**config.mk**
```make
export PLATFORM = sky130hd
export DESIGN_NAME = midi_voice_gate_tracker
export DESIGN_NICKNAME = d
export VERILOG_FILES = /design/src/rtl/mvgt_pkg.sv /design/src/rtl/mvgt_datapath.sv /design/src/rtl/mvgt_ctrl.sv /design/src/rtl/midi_voice_gate_tracker.sv
export SDC_FILE = /design/constraint.sdc
export NUM_CORES = 2
export LEC_CHECK = 0
export ABC_CLOCK_PERIOD_IN_PS = 7400
export BUFFER_PORTS_ARGS = -buffer_cell sky130_fd_sc_hd__buf_2
export CAP_MARGIN = 25
export CORE_ASPECT_RATIO = 1.1
export CORE_UTILIZATION = 55
export DETAILED_ROUTE_END_ITERATION = 8
export MAX_ROUTING_LAYER = met4
export PLACE_DENSITY = 0.71
export SLEW_MARGIN = 20
export SYNTH_ARGS = -nofsm -noshare
export SYNTH_HDL_FRONTEND = slang
export SYNTH_SLANG_ARGS = --single-unit
```
**constraint.sdc**
```tcl
create_clock -name clk -period 7.4 [get_ports clk]
set_input_delay 0 -clock clk [delete_from_list [all_inputs] [get_ports clk]]
set_output_delay 0 -clock clk [all_outputs]
set_load 0.01 [all_outputs]
```
**src/rtl/mvgt_pkg.sv**
```systemverilog
package mvgt_pkg;

  localparam logic [7:0] NOTE_ON     = 8'h90;
  localparam int         MAX_RESULTS = 32;
  localparam int         QW          = 5;

  localparam logic [1:0] OP_PLAY  = 2'd0;
  localparam logic [1:0] OP_CHORD = 2'd1;
  localparam logic [1:0] OP_TICK  = 2'd2;

  localparam logic [7:0] OFS_MINOR   = 8'd3;
  localparam logic [7:0] OFS_MAJOR   = 8'd4;
  localparam logic [7:0] OFS_FIFTH   = 8'd7;
  localparam logic [7:0] OFS_SEVENTH = 8'd10;
  localparam logic [7:0] NOTE_MAX    = 8'd127;

  localparam logic [3:0] IV_MINOR = 4'd3;
  localparam logic [3:0] IV_MAJOR = 4'd4;
  localparam logic [3:0] IV_FIFTH = 4'd7;

  typedef struct packed {
    logic [1:0]  operation;
    logic [3:0]  channel;
    logic [6:0]  key_number;
    logic [15:0] gate_ticks;
    logic [6:0]  velocity;
    logic        minor_chord;
    logic        add_seventh;
    logic [15:0] elapsed_ticks;
  } in_t;

  typedef struct packed {
    logic        message_valid;
    logic [7:0]  status_byte;
    logic [6:0]  data_first;
    logic [6:0]  data_second;
    logic [6:0]  chord_root;
    logic        root_found;
    logic        chord_is_minor;
    logic        quality_found;
    logic        table_overflow;
    logic        last_result;
  } out_t;

  typedef enum logic [4:0] {
    C_NONE, C_ACCEPT, C_NEXT, C_FIND_RD, C_FIND_MISS, C_FIND_HIT, C_RMV_RD,
    C_RMV_WR, C_RMV_END, C_APPEND, C_TRD, C_TCHK, C_TEND, C_SA_RD, C_SA_LD,
    C_SB_RD, C_SB_EVAL, C_SA_NEXT, C_Q_INIT, C_Q_RD, C_Q_OUT, C_QUIET
  } dp_cmd_t;

  typedef struct packed {
    logic start_chain;
    logic start_tick;
    logic mask_empty;
    logic idx_lt_cnt;
    logic idx1_lt_cnt;
    logic j_lt_cnt;
    logic hit;
    logic k_lt_q;
    logic q_empty;
  } dp_stat_t;

  typedef enum logic [4:0] {
    ST_IDLE, ST_NEXT, ST_FIND, ST_FCHK, ST_RMV, ST_RMVW, ST_APPEND, ST_TRD,
    ST_TCHK, ST_SA, ST_SAW, ST_SB, ST_SBW, ST_QRD, ST_QOUT, ST_QUIET
  } ctl_state_t;

  function automatic logic [3:0] mod12(input logic [6:0] d);
    logic [14:0] p;
    logic [3:0]  q;
    logic [6:0]  r;
    p = 15'(d) * 15'd171;
    q = p[14:11];
    r = d - 7'(q * 7'd12);
    return r[3:0];
  endfunction

endpackage

```
**src/rtl/mvgt_datapath.sv**
```systemverilog
module mvgt_datapath #(
  parameter int VOICES = 32
) (
  input  logic               clk,
  input  logic               rst_n,
  input  mvgt_pkg::dp_cmd_t  cmd,
  input  mvgt_pkg::in_t      in_item,
  output mvgt_pkg::dp_stat_t stat,
  output logic               out_valid,
  output mvgt_pkg::out_t     out_item
);
  import mvgt_pkg::*;

  localparam int CW = $clog2(VOICES + 1);
  localparam int AW = $clog2(VOICES);

  typedef struct packed {
    logic [3:0]         channel;
    logic [6:0]         note;
    logic signed [16:0] gate;
  } voice_t;

  typedef struct packed {
    logic [3:0] channel;
    logic [6:0] note;
  } qent_t;

  voice_t vmem [VOICES];
  qent_t  qmem [MAX_RESULTS];
  voice_t mem_q;
  qent_t  qmem_q;

  in_t         item_r, item_nxt;
  logic [3:0]  mask_r, mask_nxt;
  logic [6:0]  note_r, note_nxt;
  logic        last_r, last_nxt;
  logic [CW-1:0] idx_r, idx_nxt, jdx_r, jdx_nxt, cnt_r, cnt_nxt;
  logic [6:0]  a_r, a_nxt;
  logic [QW:0] qn_r, qn_nxt, qk_r, qk_nxt;
  logic [6:0]  root_r, root_nxt;
  logic        rootv_r, rootv_nxt, minor_r, minor_nxt, minv_r, minv_nxt;
  logic        ov_r, ov_nxt, mv_r, mv_nxt, ovf_r, ovf_nxt, lst_r, lst_nxt;
  logic [7:0]  sb_r, sb_nxt;
  logic [6:0]  d1_r, d1_nxt, d2_r, d2_nxt;

  logic [CW-1:0] idx1;
  logic [AW-1:0] rd_addr, wr_addr;
  logic          we, qwe;
  voice_t        wd;
  logic [7:0]    n1, n2, n3;
  logic [3:0]    in_mask;
  logic [7:0]    pick;
  logic [3:0]    mask_rest;
  logic signed [17:0] g;
  logic          expire;
  logic [6:0]    diff;
  logic [3:0]    iv;

  assign idx1 = idx_r + CW'(1);
  assign n1 = {1'b0, in_item.key_number} + (in_item.minor_chord ? OFS_MINOR : OFS_MAJOR);
  assign n2 = {1'b0, in_item.key_number} + OFS_FIFTH;
  assign n3 = {1'b0, in_item.key_number} + OFS_SEVENTH;

  always_comb begin
    in_mask = 4'b0000;
    if (in_item.operation == OP_PLAY) begin
      in_mask = 4'b0001;
    end else if (in_item.operation == OP_CHORD) begin
      in_mask = {in_item.add_seventh && (n3 <= NOTE_MAX), n2 <= NOTE_MAX,
                 n1 <= NOTE_MAX, 1'b1};
    end
  end

  assign g = 18'(mem_q.gate) - $signed({2'b00, item_r.elapsed_ticks});
  assign expire = (g <= 18'sd0) && (qn_r < (QW+1)'(MAX_RESULTS));
  assign diff = mem_q.note - a_r;
  assign iv = mod12(diff);

  always_comb begin
    pick = {1'b0, item_r.key_number};
    mask_rest = mask_r;
    priority if (mask_r[0]) begin
      mask_rest[0] = 1'b0;
    end else if (mask_r[1]) begin
      pick = pick + (item_r.minor_chord ? OFS_MINOR : OFS_MAJOR);
      mask_rest[1] = 1'b0;
    end else if (mask_r[2]) begin
      pick = pick + OFS_FIFTH;
      mask_rest[2] = 1'b0;
    end else begin
      pick = pick + OFS_SEVENTH;
      mask_rest[3] = 1'b0;
    end
  end

  assign stat.start_chain = (in_mask != 4'b0000);
  assign stat.start_tick  = (in_item.operation == OP_TICK);
  assign stat.mask_empty  = (mask_r == 4'b0000);
  assign stat.idx_lt_cnt  = (idx_r < cnt_r);
  assign stat.idx1_lt_cnt = (idx1 < cnt_r);
  assign stat.j_lt_cnt    = (jdx_r < cnt_r);
  assign stat.hit         = (mem_q.channel == item_r.channel) && (mem_q.note == note_r);
  assign stat.k_lt_q      = (qk_r < qn_r);
  assign stat.q_empty     = (qn_r == '0);

  always_comb begin
    item_nxt = item_r;  mask_nxt = mask_r;  note_nxt = note_r;  last_nxt = last_r;
    idx_nxt = idx_r;    jdx_nxt = jdx_r;    cnt_nxt = cnt_r;    a_nxt = a_r;
    qn_nxt = qn_r;      qk_nxt = qk_r;
    root_nxt = root_r;  rootv_nxt = rootv_r; minor_nxt = minor_r; minv_nxt = minv_r;
    ov_nxt = 1'b0;      mv_nxt = mv_r;      sb_nxt = sb_r;      d1_nxt = d1_r;
    d2_nxt = d2_r;      ovf_nxt = ovf_r;    lst_nxt = lst_r;
    rd_addr = idx_r[AW-1:0];
    wr_addr = idx_r[AW-1:0];
    we = 1'b0;
    qwe = 1'b0;
    wd = mem_q;
    unique case (cmd)
      C_NONE: ;
      C_ACCEPT: begin
        item_nxt = in_item;
        mask_nxt = in_mask;
        idx_nxt = '0;
        jdx_nxt = '0;
        qn_nxt = '0;
      end
      C_NEXT: begin
        note_nxt = pick[6:0];
        mask_nxt = mask_rest;
        last_nxt = (mask_rest == 4'b0000);
        idx_nxt = '0;
      end
      C_FIND_RD: ;
      C_FIND_MISS: idx_nxt = idx1;
      C_FIND_HIT: begin
        ov_nxt = 1'b1;  mv_nxt = 1'b1;  sb_nxt = NOTE_ON | {4'h0, item_r.channel};
        d1_nxt = note_r; d2_nxt = '0;   ovf_nxt = 1'b0;     lst_nxt = 1'b0;
      end
      C_RMV_RD: rd_addr = idx1[AW-1:0];
      C_RMV_WR: begin
        we = 1'b1;
        idx_nxt = idx1;
      end
      C_RMV_END: cnt_nxt = cnt_r - CW'(1);
      C_APPEND: begin
        ov_nxt = 1'b1;  mv_nxt = 1'b1;  sb_nxt = NOTE_ON | {4'h0, item_r.channel};
        d1_nxt = note_r; d2_nxt = item_r.velocity; lst_nxt = last_r;
        ovf_nxt = (cnt_r >= CW'(VOICES));
        wr_addr = cnt_r[AW-1:0];
        wd = '{channel: item_r.channel, note: note_r,
               gate: $signed({1'b0, item_r.gate_ticks})};
        if (cnt_r < CW'(VOICES)) begin
          we = 1'b1;
          cnt_nxt = cnt_r + CW'(1);
        end
      end
      C_TRD: ;
      C_TCHK: begin
        idx_nxt = idx1;
        if (expire) begin
          qwe = 1'b1;
          qn_nxt = qn_r + (QW+1)'(1);
        end else begin
          we = 1'b1;
          wr_addr = jdx_r[AW-1:0];
          wd.gate = (g < 18'sd0) ? 17'sd0 : g[16:0];
          jdx_nxt = jdx_r + CW'(1);
        end
      end
      C_TEND: begin
        cnt_nxt = jdx_r;
        idx_nxt = '0;
        root_nxt = '0; rootv_nxt = 1'b0; minor_nxt = 1'b0; minv_nxt = 1'b0;
      end
      C_SA_RD: ;
      C_SA_LD: begin
        a_nxt = mem_q.note;
        jdx_nxt = '0;
      end
      C_SB_RD: rd_addr = jdx_r[AW-1:0];
      C_SB_EVAL: begin
        jdx_nxt = jdx_r + CW'(1);
        if (mem_q.note > a_r) begin
          if (iv == IV_MINOR) begin
            minv_nxt = 1'b1; minor_nxt = 1'b1;
          end else if (iv == IV_MAJOR) begin
            minv_nxt = 1'b1; minor_nxt = 1'b0;
          end else if (iv == IV_FIFTH) begin
            rootv_nxt = 1'b1; root_nxt = a_r;
          end
        end
      end
      C_SA_NEXT: idx_nxt = idx1;
      C_Q_INIT: qk_nxt = '0;
      C_Q_RD: ;
      C_Q_OUT: begin
        ov_nxt = 1'b1;  mv_nxt = 1'b1;  sb_nxt = NOTE_ON | {4'h0, qmem_q.channel};
        d1_nxt = qmem_q.note; d2_nxt = '0; ovf_nxt = 1'b0;
        lst_nxt = (qk_r + (QW+1)'(1) == qn_r);
        qk_nxt = qk_r + (QW+1)'(1);
      end
      C_QUIET: begin
        ov_nxt = 1'b1;  mv_nxt = 1'b0;  sb_nxt = '0;
        d1_nxt = '0;    d2_nxt = '0;    ovf_nxt = 1'b0;  lst_nxt = 1'b1;
      end
      default: ;
    endcase
  end

  always_ff @(posedge clk) begin
    if (we) begin
      vmem[wr_addr] <= wd;
    end
    mem_q <= vmem[rd_addr];
  end

  always_ff @(posedge clk) begin
    if (qwe) begin
      qmem[qn_r[QW-1:0]] <= '{channel: mem_q.channel, note: mem_q.note};
    end
    qmem_q <= qmem[qk_r[QW-1:0]];
  end

  always_ff @(posedge clk) begin
    if (!rst_n) begin
      cnt_r <= '0;
      root_r <= '0; rootv_r <= 1'b0; minor_r <= 1'b0; minv_r <= 1'b0;
      ov_r <= 1'b0;
      qn_r <= '0;
      qk_r <= '0;
    end else begin
      cnt_r <= cnt_nxt;
      root_r <= root_nxt; rootv_r <= rootv_nxt; minor_r <= minor_nxt; minv_r <= minv_nxt;
      ov_r <= ov_nxt;
      qn_r <= qn_nxt;
      qk_r <= qk_nxt;
    end
    item_r <= item_nxt; mask_r <= mask_nxt; note_r <= note_nxt; last_r <= last_nxt;
    idx_r <= idx_nxt;   jdx_r <= jdx_nxt;   a_r <= a_nxt;
    mv_r <= mv_nxt; sb_r <= sb_nxt; d1_r <= d1_nxt; d2_r <= d2_nxt;
    ovf_r <= ovf_nxt; lst_r <= lst_nxt;
  end

  assign out_valid = ov_r;
  assign out_item = '{message_valid: mv_r, status_byte: sb_r, data_first: d1_r,
                      data_second: d2_r, chord_root: root_r, root_found: rootv_r,
                      chord_is_minor: minor_r, quality_found: minv_r,
                      table_overflow: ovf_r, last_result: lst_r};

endmodule

```
**src/rtl/mvgt_ctrl.sv**
```systemverilog
module mvgt_ctrl (
  input  logic               clk,
  input  logic               rst_n,
  input  logic               start,
  input  mvgt_pkg::dp_stat_t stat,
  output mvgt_pkg::dp_cmd_t  cmd,
  output logic               busy
);
  import mvgt_pkg::*;

  ctl_state_t state_r, state_nxt;

  always_ff @(posedge clk) begin
    if (!rst_n) begin
      state_r <= ST_IDLE;
    end else begin
      state_r <= state_nxt;
    end
  end

  always_comb begin
    state_nxt = state_r;
    cmd = C_NONE;
    unique case (state_r)
      ST_IDLE: begin
        if (start) begin
          cmd = C_ACCEPT;
          priority if (stat.start_tick) state_nxt = ST_TRD;
          else if (stat.start_chain) state_nxt = ST_NEXT;
          else state_nxt = ST_QUIET;
        end
      end
      ST_NEXT: begin
        if (stat.mask_empty) begin
          state_nxt = ST_IDLE;
        end else begin
          cmd = C_NEXT;
          state_nxt = ST_FIND;
        end
      end
      ST_FIND: begin
        if (stat.idx_lt_cnt) begin
          cmd = C_FIND_RD;
          state_nxt = ST_FCHK;
        end else begin
          state_nxt = ST_APPEND;
        end
      end
      ST_FCHK: begin
        if (stat.hit) begin
          cmd = C_FIND_HIT;
          state_nxt = ST_RMV;
        end else begin
          cmd = C_FIND_MISS;
          state_nxt = ST_FIND;
        end
      end
      ST_RMV: begin
        if (stat.idx1_lt_cnt) begin
          cmd = C_RMV_RD;
          state_nxt = ST_RMVW;
        end else begin
          cmd = C_RMV_END;
          state_nxt = ST_APPEND;
        end
      end
      ST_RMVW: begin
        cmd = C_RMV_WR;
        state_nxt = ST_RMV;
      end
      ST_APPEND: begin
        cmd = C_APPEND;
        state_nxt = stat.mask_empty ? ST_IDLE : ST_NEXT;
      end
      ST_TRD: begin
        if (stat.idx_lt_cnt) begin
          cmd = C_TRD;
          state_nxt = ST_TCHK;
        end else begin
          cmd = C_TEND;
          state_nxt = ST_SA;
        end
      end
      ST_TCHK: begin
        cmd = C_TCHK;
        state_nxt = ST_TRD;
      end
      ST_SA: begin
        if (stat.idx_lt_cnt) begin
          cmd = C_SA_RD;
          state_nxt = ST_SAW;
        end else begin
          cmd = C_Q_INIT;
          state_nxt = ST_QRD;
        end
      end
      ST_SAW: begin
        cmd = C_SA_LD;
        state_nxt = ST_SB;
      end
      ST_SB: begin
        if (stat.j_lt_cnt) begin
          cmd = C_SB_RD;
          state_nxt = ST_SBW;
        end else begin
          cmd = C_SA_NEXT;
          state_nxt = ST_SA;
        end
      end
      ST_SBW: begin
        cmd = C_SB_EVAL;
        state_nxt = ST_SB;
      end
      ST_QRD: begin
        priority if (stat.q_empty) begin
          cmd = C_QUIET;
          state_nxt = ST_IDLE;
        end else if (stat.k_lt_q) begin
          cmd = C_Q_RD;
          state_nxt = ST_QOUT;
        end else begin
          state_nxt = ST_IDLE;
        end
      end
      ST_QOUT: begin
        cmd = C_Q_OUT;
        state_nxt = ST_QRD;
      end
      ST_QUIET: begin
        cmd = C_QUIET;
        state_nxt = ST_IDLE;
      end
      default: state_nxt = ST_IDLE;
    endcase
  end

  assign busy = (state_r != ST_IDLE);

endmodule

```
**src/rtl/midi_voice_gate_tracker.sv**
```systemverilog
// Tracks up to VOICES sounding MIDI voices in insertion order. An item is
// taken when start is high and busy is low; its beats then appear on out_item,
// each for one cycle with out_valid, the final one marked by last_result, and
// the receiver cannot stall them. A play item searches the stored voices one at
// a time and shifts the later voices down on removal; a tick ages the table,
// scans every ordered pair of the remaining voices for chord intervals, then
// emits the expired notes as note-offs. The search, shift, ageing and scan read
// the voices through the single read port of the voice memory.
module midi_voice_gate_tracker #(
  parameter int VOICES = 32
) (
  input  logic           clk,
  input  logic           rst_n,
  input  logic           start,
  output logic           busy,
  input  mvgt_pkg::in_t  in_item,
  output logic           out_valid,
  output mvgt_pkg::out_t out_item
);
  import mvgt_pkg::*;

  dp_cmd_t  cmd;
  dp_stat_t stat;

  mvgt_ctrl u_ctrl (
    .clk   (clk),
    .rst_n (rst_n),
    .start (start),
    .stat  (stat),
    .cmd   (cmd),
    .busy  (busy)
  );

  mvgt_datapath #(.VOICES(VOICES)) u_dp (
    .clk       (clk),
    .rst_n     (rst_n),
    .cmd       (cmd),
    .in_item   (in_item),
    .stat      (stat),
    .out_valid (out_valid),
    .out_item  (out_item)
  );

endmodule

```
==> run_results.csv <==
group,metric,value,unit
worst_setup_path,crit_type,"flip-flop to flip-flop",
worst_setup_path,worstPathMaxFanout,8,
global_routing,grt_first_pass_wirelength,221,mm
placement,gp_congestion,0.879,
floorplan,io_pins,94,
global_routing,grt_use_total,28.0,%
worst_setup_path,cpPeakStageDelay,0.55,ns
sta,period_minus_slack,6.84,ns
global_routing,antenna_found_initial,4,
global_routing,grt_pass1_vias,35100,
worst_setup_path,cp_common_cell,"xnor2_1",
placement,dp.cells,5452,
sta,fmax,146,MHz
clocking,cts_setup_buffers,0,
clocking,clock_path_buffers,3,
clocking,path_clk_slew,0.06,ns
floorplan,num_rows,125,
synthesis,async_flop_share,0,%
route,drc_errors,0,
power_and_ir_drop,cellLeakagePower,23.4,nW
synthesis,netlist_area,59000,um^2
synthesis,ys_types,86,
power_and_ir_drop,powerDensity,460,nW/um^2
finish,drive_gt1_share,15.4,%
clocking,tritoncts,"built",
worst_setup_path,crit_path_end_kind,"flip-flop",
finish,layout_commonest_cell,"edfxtp_1",
clocking,hold_buffers,105,
route,drtPass1Iterations,6,
global_routing,grt_max_degree,113,
clocking,htreeDepth,4,
worst_setup_path,crit_arrival,7.54,ns
clocking,cts_resized,0,
route,dr.first_iter.drc_count,4624,
floorplan,die_area,109000,um^2
sta,worstMarginPinSlew,1.29,ns
clocking,worstSkewPairLatency,0.77,ns
power_and_ir_drop,irDropWorstVdd,0.748,mV
synthesis,synth_edf_count,1352,
clocking,clockRootBuffer,"clkbuf_16",
finish,nets,4493,
synthesis,syn_area_per_cell,14.5,um^2
sta,fin_crit_sh,92.5,%
synthesis,syn-instance-count,4063,
placement,place_area,61900,um^2
clocking,clkSinkCount,1424,
finish,final_core_util,64.0,%
sta,rsz0062_at_grt,"false",
sta,skew,0.0443,ns
sta,maxSlewViolCount,0,
synthesis,ys_dominant_reg_cell,"edfxtp_1",
status,status,"complete, no violations",
sta,hold_viol,0,
flow_run,drv_cap,0,
clocking,cts_buffers,143,
floorplan,die_height,346,um
route,routed_wl,147,mm
finish,final-instance-count-excl-fill,5834,
route,viasPerCell,6.20,
worst_hold_path,hold_path_class,"primary input to flip-flop",
worst_setup_path,cp-start-kind,"flip-flop",
finish,area_growth,14.9,%
finish,design_area,67800,um^2
sta,setup_viol,0,
route,antenna_left,0,
floorplan,die_w,314,um
sta,slew_headroom,14.3,%
floorplan,initial_utilization,55.7,%
synthesis,ys_seq_area_share,71.2,%
synthesis,ys_warn_count,0,
synthesis,ys_ff_latch,1424,
route,vias,36200,
route,post_drt_wl_per_cell,25.3,um
sta,finalSetupTns,0,ns
placement,dp_hpwl,88.3,mm
finish,final_cell_mix,"1352 x edfxtp_1, 803 x nand2_1, 154 x a21oi_1",
worst_setup_path,crit_slowest_cell,"a21oi_1",
floorplan,core_area,106000,um^2
worst_setup_path,crit_required,8.10,ns
placement,numPortBuffers,91,
global_routing,grt_overflow_total,0,
-- synth_stat cells, types with 16 or more instances --
| cell type | number | area, um^2 |
|---|---|---|
| edfxtp_1 | 1352 | 40600 |
| nand2_1 | 807 | 3030 |
| nor2_1 | 157 | 589 |
| a21oi_1 | 154 | 771 |
| clkbuf_1 | 154 | 578 |
| nand3_1 | 152 | 761 |
| mux4_2 | 138 | 3110 |
| and3_1 | 135 | 845 |
| a31oi_1 | 119 | 744 |
| ha_1 | 101 | 1260 |
| inv_1 | 89 | 334 |
| dfxtp_1 | 72 | 1440 |
| xnor2_1 | 47 | 412 |
| buf_2 | 44 | 220 |
| o21ai_0 | 43 | 215 |
| mux2i_1 | 37 | 370 |
| a221oi_1 | 31 | 272 |
| o22ai_1 | 31 | 194 |
| a2111oi_0 | 30 | 263 |
| a22oi_1 | 30 | 225 |
| buf_1 | 21 | 78.8 |
| nor2b_1 | 21 | 131 |
| and2_1 | 20 | 125 |
| a221o_1 | 19 | 190 |
| a21o_1 | 17 | 128 |
| nand4_1 | 16 | 100 |
| nor3_1 | 16 | 80.1 |
-- stage by stage --
| stage | worst slack (ns) | power, mW | hold slack [ns] |
|---|---|---|---|
| 4_1_cts | 0.558 | 31.2 | 0.00756 |
| 3_3_place_gp | 0.691 | 23.7 | 0.177 |
| 3_5_place_dp | 0.655 | 24.0 | 0.178 |
| 5_1_grt | 0.0160 | 32.8 | 0.0279 |
| 2_1_floorplan | 0.851 | 19.4 | 0.0989 |
| 6_report | 0.558 | 31.2 | 0.0381 |
-- state kept, by name (all words and copies together) (netlist names), 7 cells and up --
signal,flops
u_dp.a_r,7
u_dp.d1_r,7
u_dp.d2_r,7
u_dp.item_r,51
u_dp.mem_q,28
u_dp.note_r,7
u_dp.qmem,352
u_dp.qmem_q,11
u_dp.root_r,7
u_dp.vmem,896
-- worst max-delay path, delay by kind of cell, from the launching register on --
family          cells  cell delay [ns]
fa+ha+maj           8             2.83
compound gates      7             1.88
xor+xnor            6             1.10
simple gates        3             0.34
flops               1             0.31
buf+inv             4             0.31
-- where the power goes --
| group | switching [mW] | internal, mW |
|---|---|---|
| logic | 8.66 | 4.42 |
| clock network | 3.09 | 4.08 |
| registers | 0.397 | 10.6 |
| total | 12.1 | 19.1 |
-- layout make-up --
cell class | count | area (um^2)
Antenna cell | 1 | 2.50
Clock buffer | 178 | 3770
Clock inverter | 81 | 891
Fill cell | 7382 | 38200
Inverter | 90 | 338
Multi-Input combinational cell | 2319 | 16100
Sequential cell | 1424 | 42000
Tap cell | 1397 | 1750
Timing Repair Buffer | 344 | 2990
-- metal layers --
metal  global-route usage (%)  vias to the layer above  part of all wire (%)
li1                         -                    15900                     -
met5                        -                        -                     0
met4                     8.75                        0                   2.9
met2                     43.1                     1886                    48
met1                     38.5                    18100                    40
met3                     4.79                      268                   9.3
-- kinds of logic (layout without fill, tap and decap cells) --
logic type      after synthesis  count (layout)  share of synthesized area, %
buf+inv                     321             693                          2.23
simple gates               1375            1375                          10.2
fa+ha+maj                   115             115                          2.60
flops                      1424            1424                          71.2
compound gates              576             576                          6.65
xor+xnor                     61              61                         0.905
mux                         190             190                          6.18
other cells                   1               3                       0.00635
-- worst paths after layout --
path / end / cells past startpoint / slack, ns / startpoint
hold reg to reg: u_dp.minv_r / 2 / 0.50 / u_dp.minv_r
setup reg to reg: u_dp.root_r[5] / 28 / 0.56 / u_dp.mem_q[17]
hold / removal: u_dp.item_r[41] / 2 / 0.04 / in_item[41]
setup / recovery: u_dp.root_r[5] / 28 / 0.56 / u_dp.mem_q[17]
No activity file was read; power rests on OpenSTA's default activity.
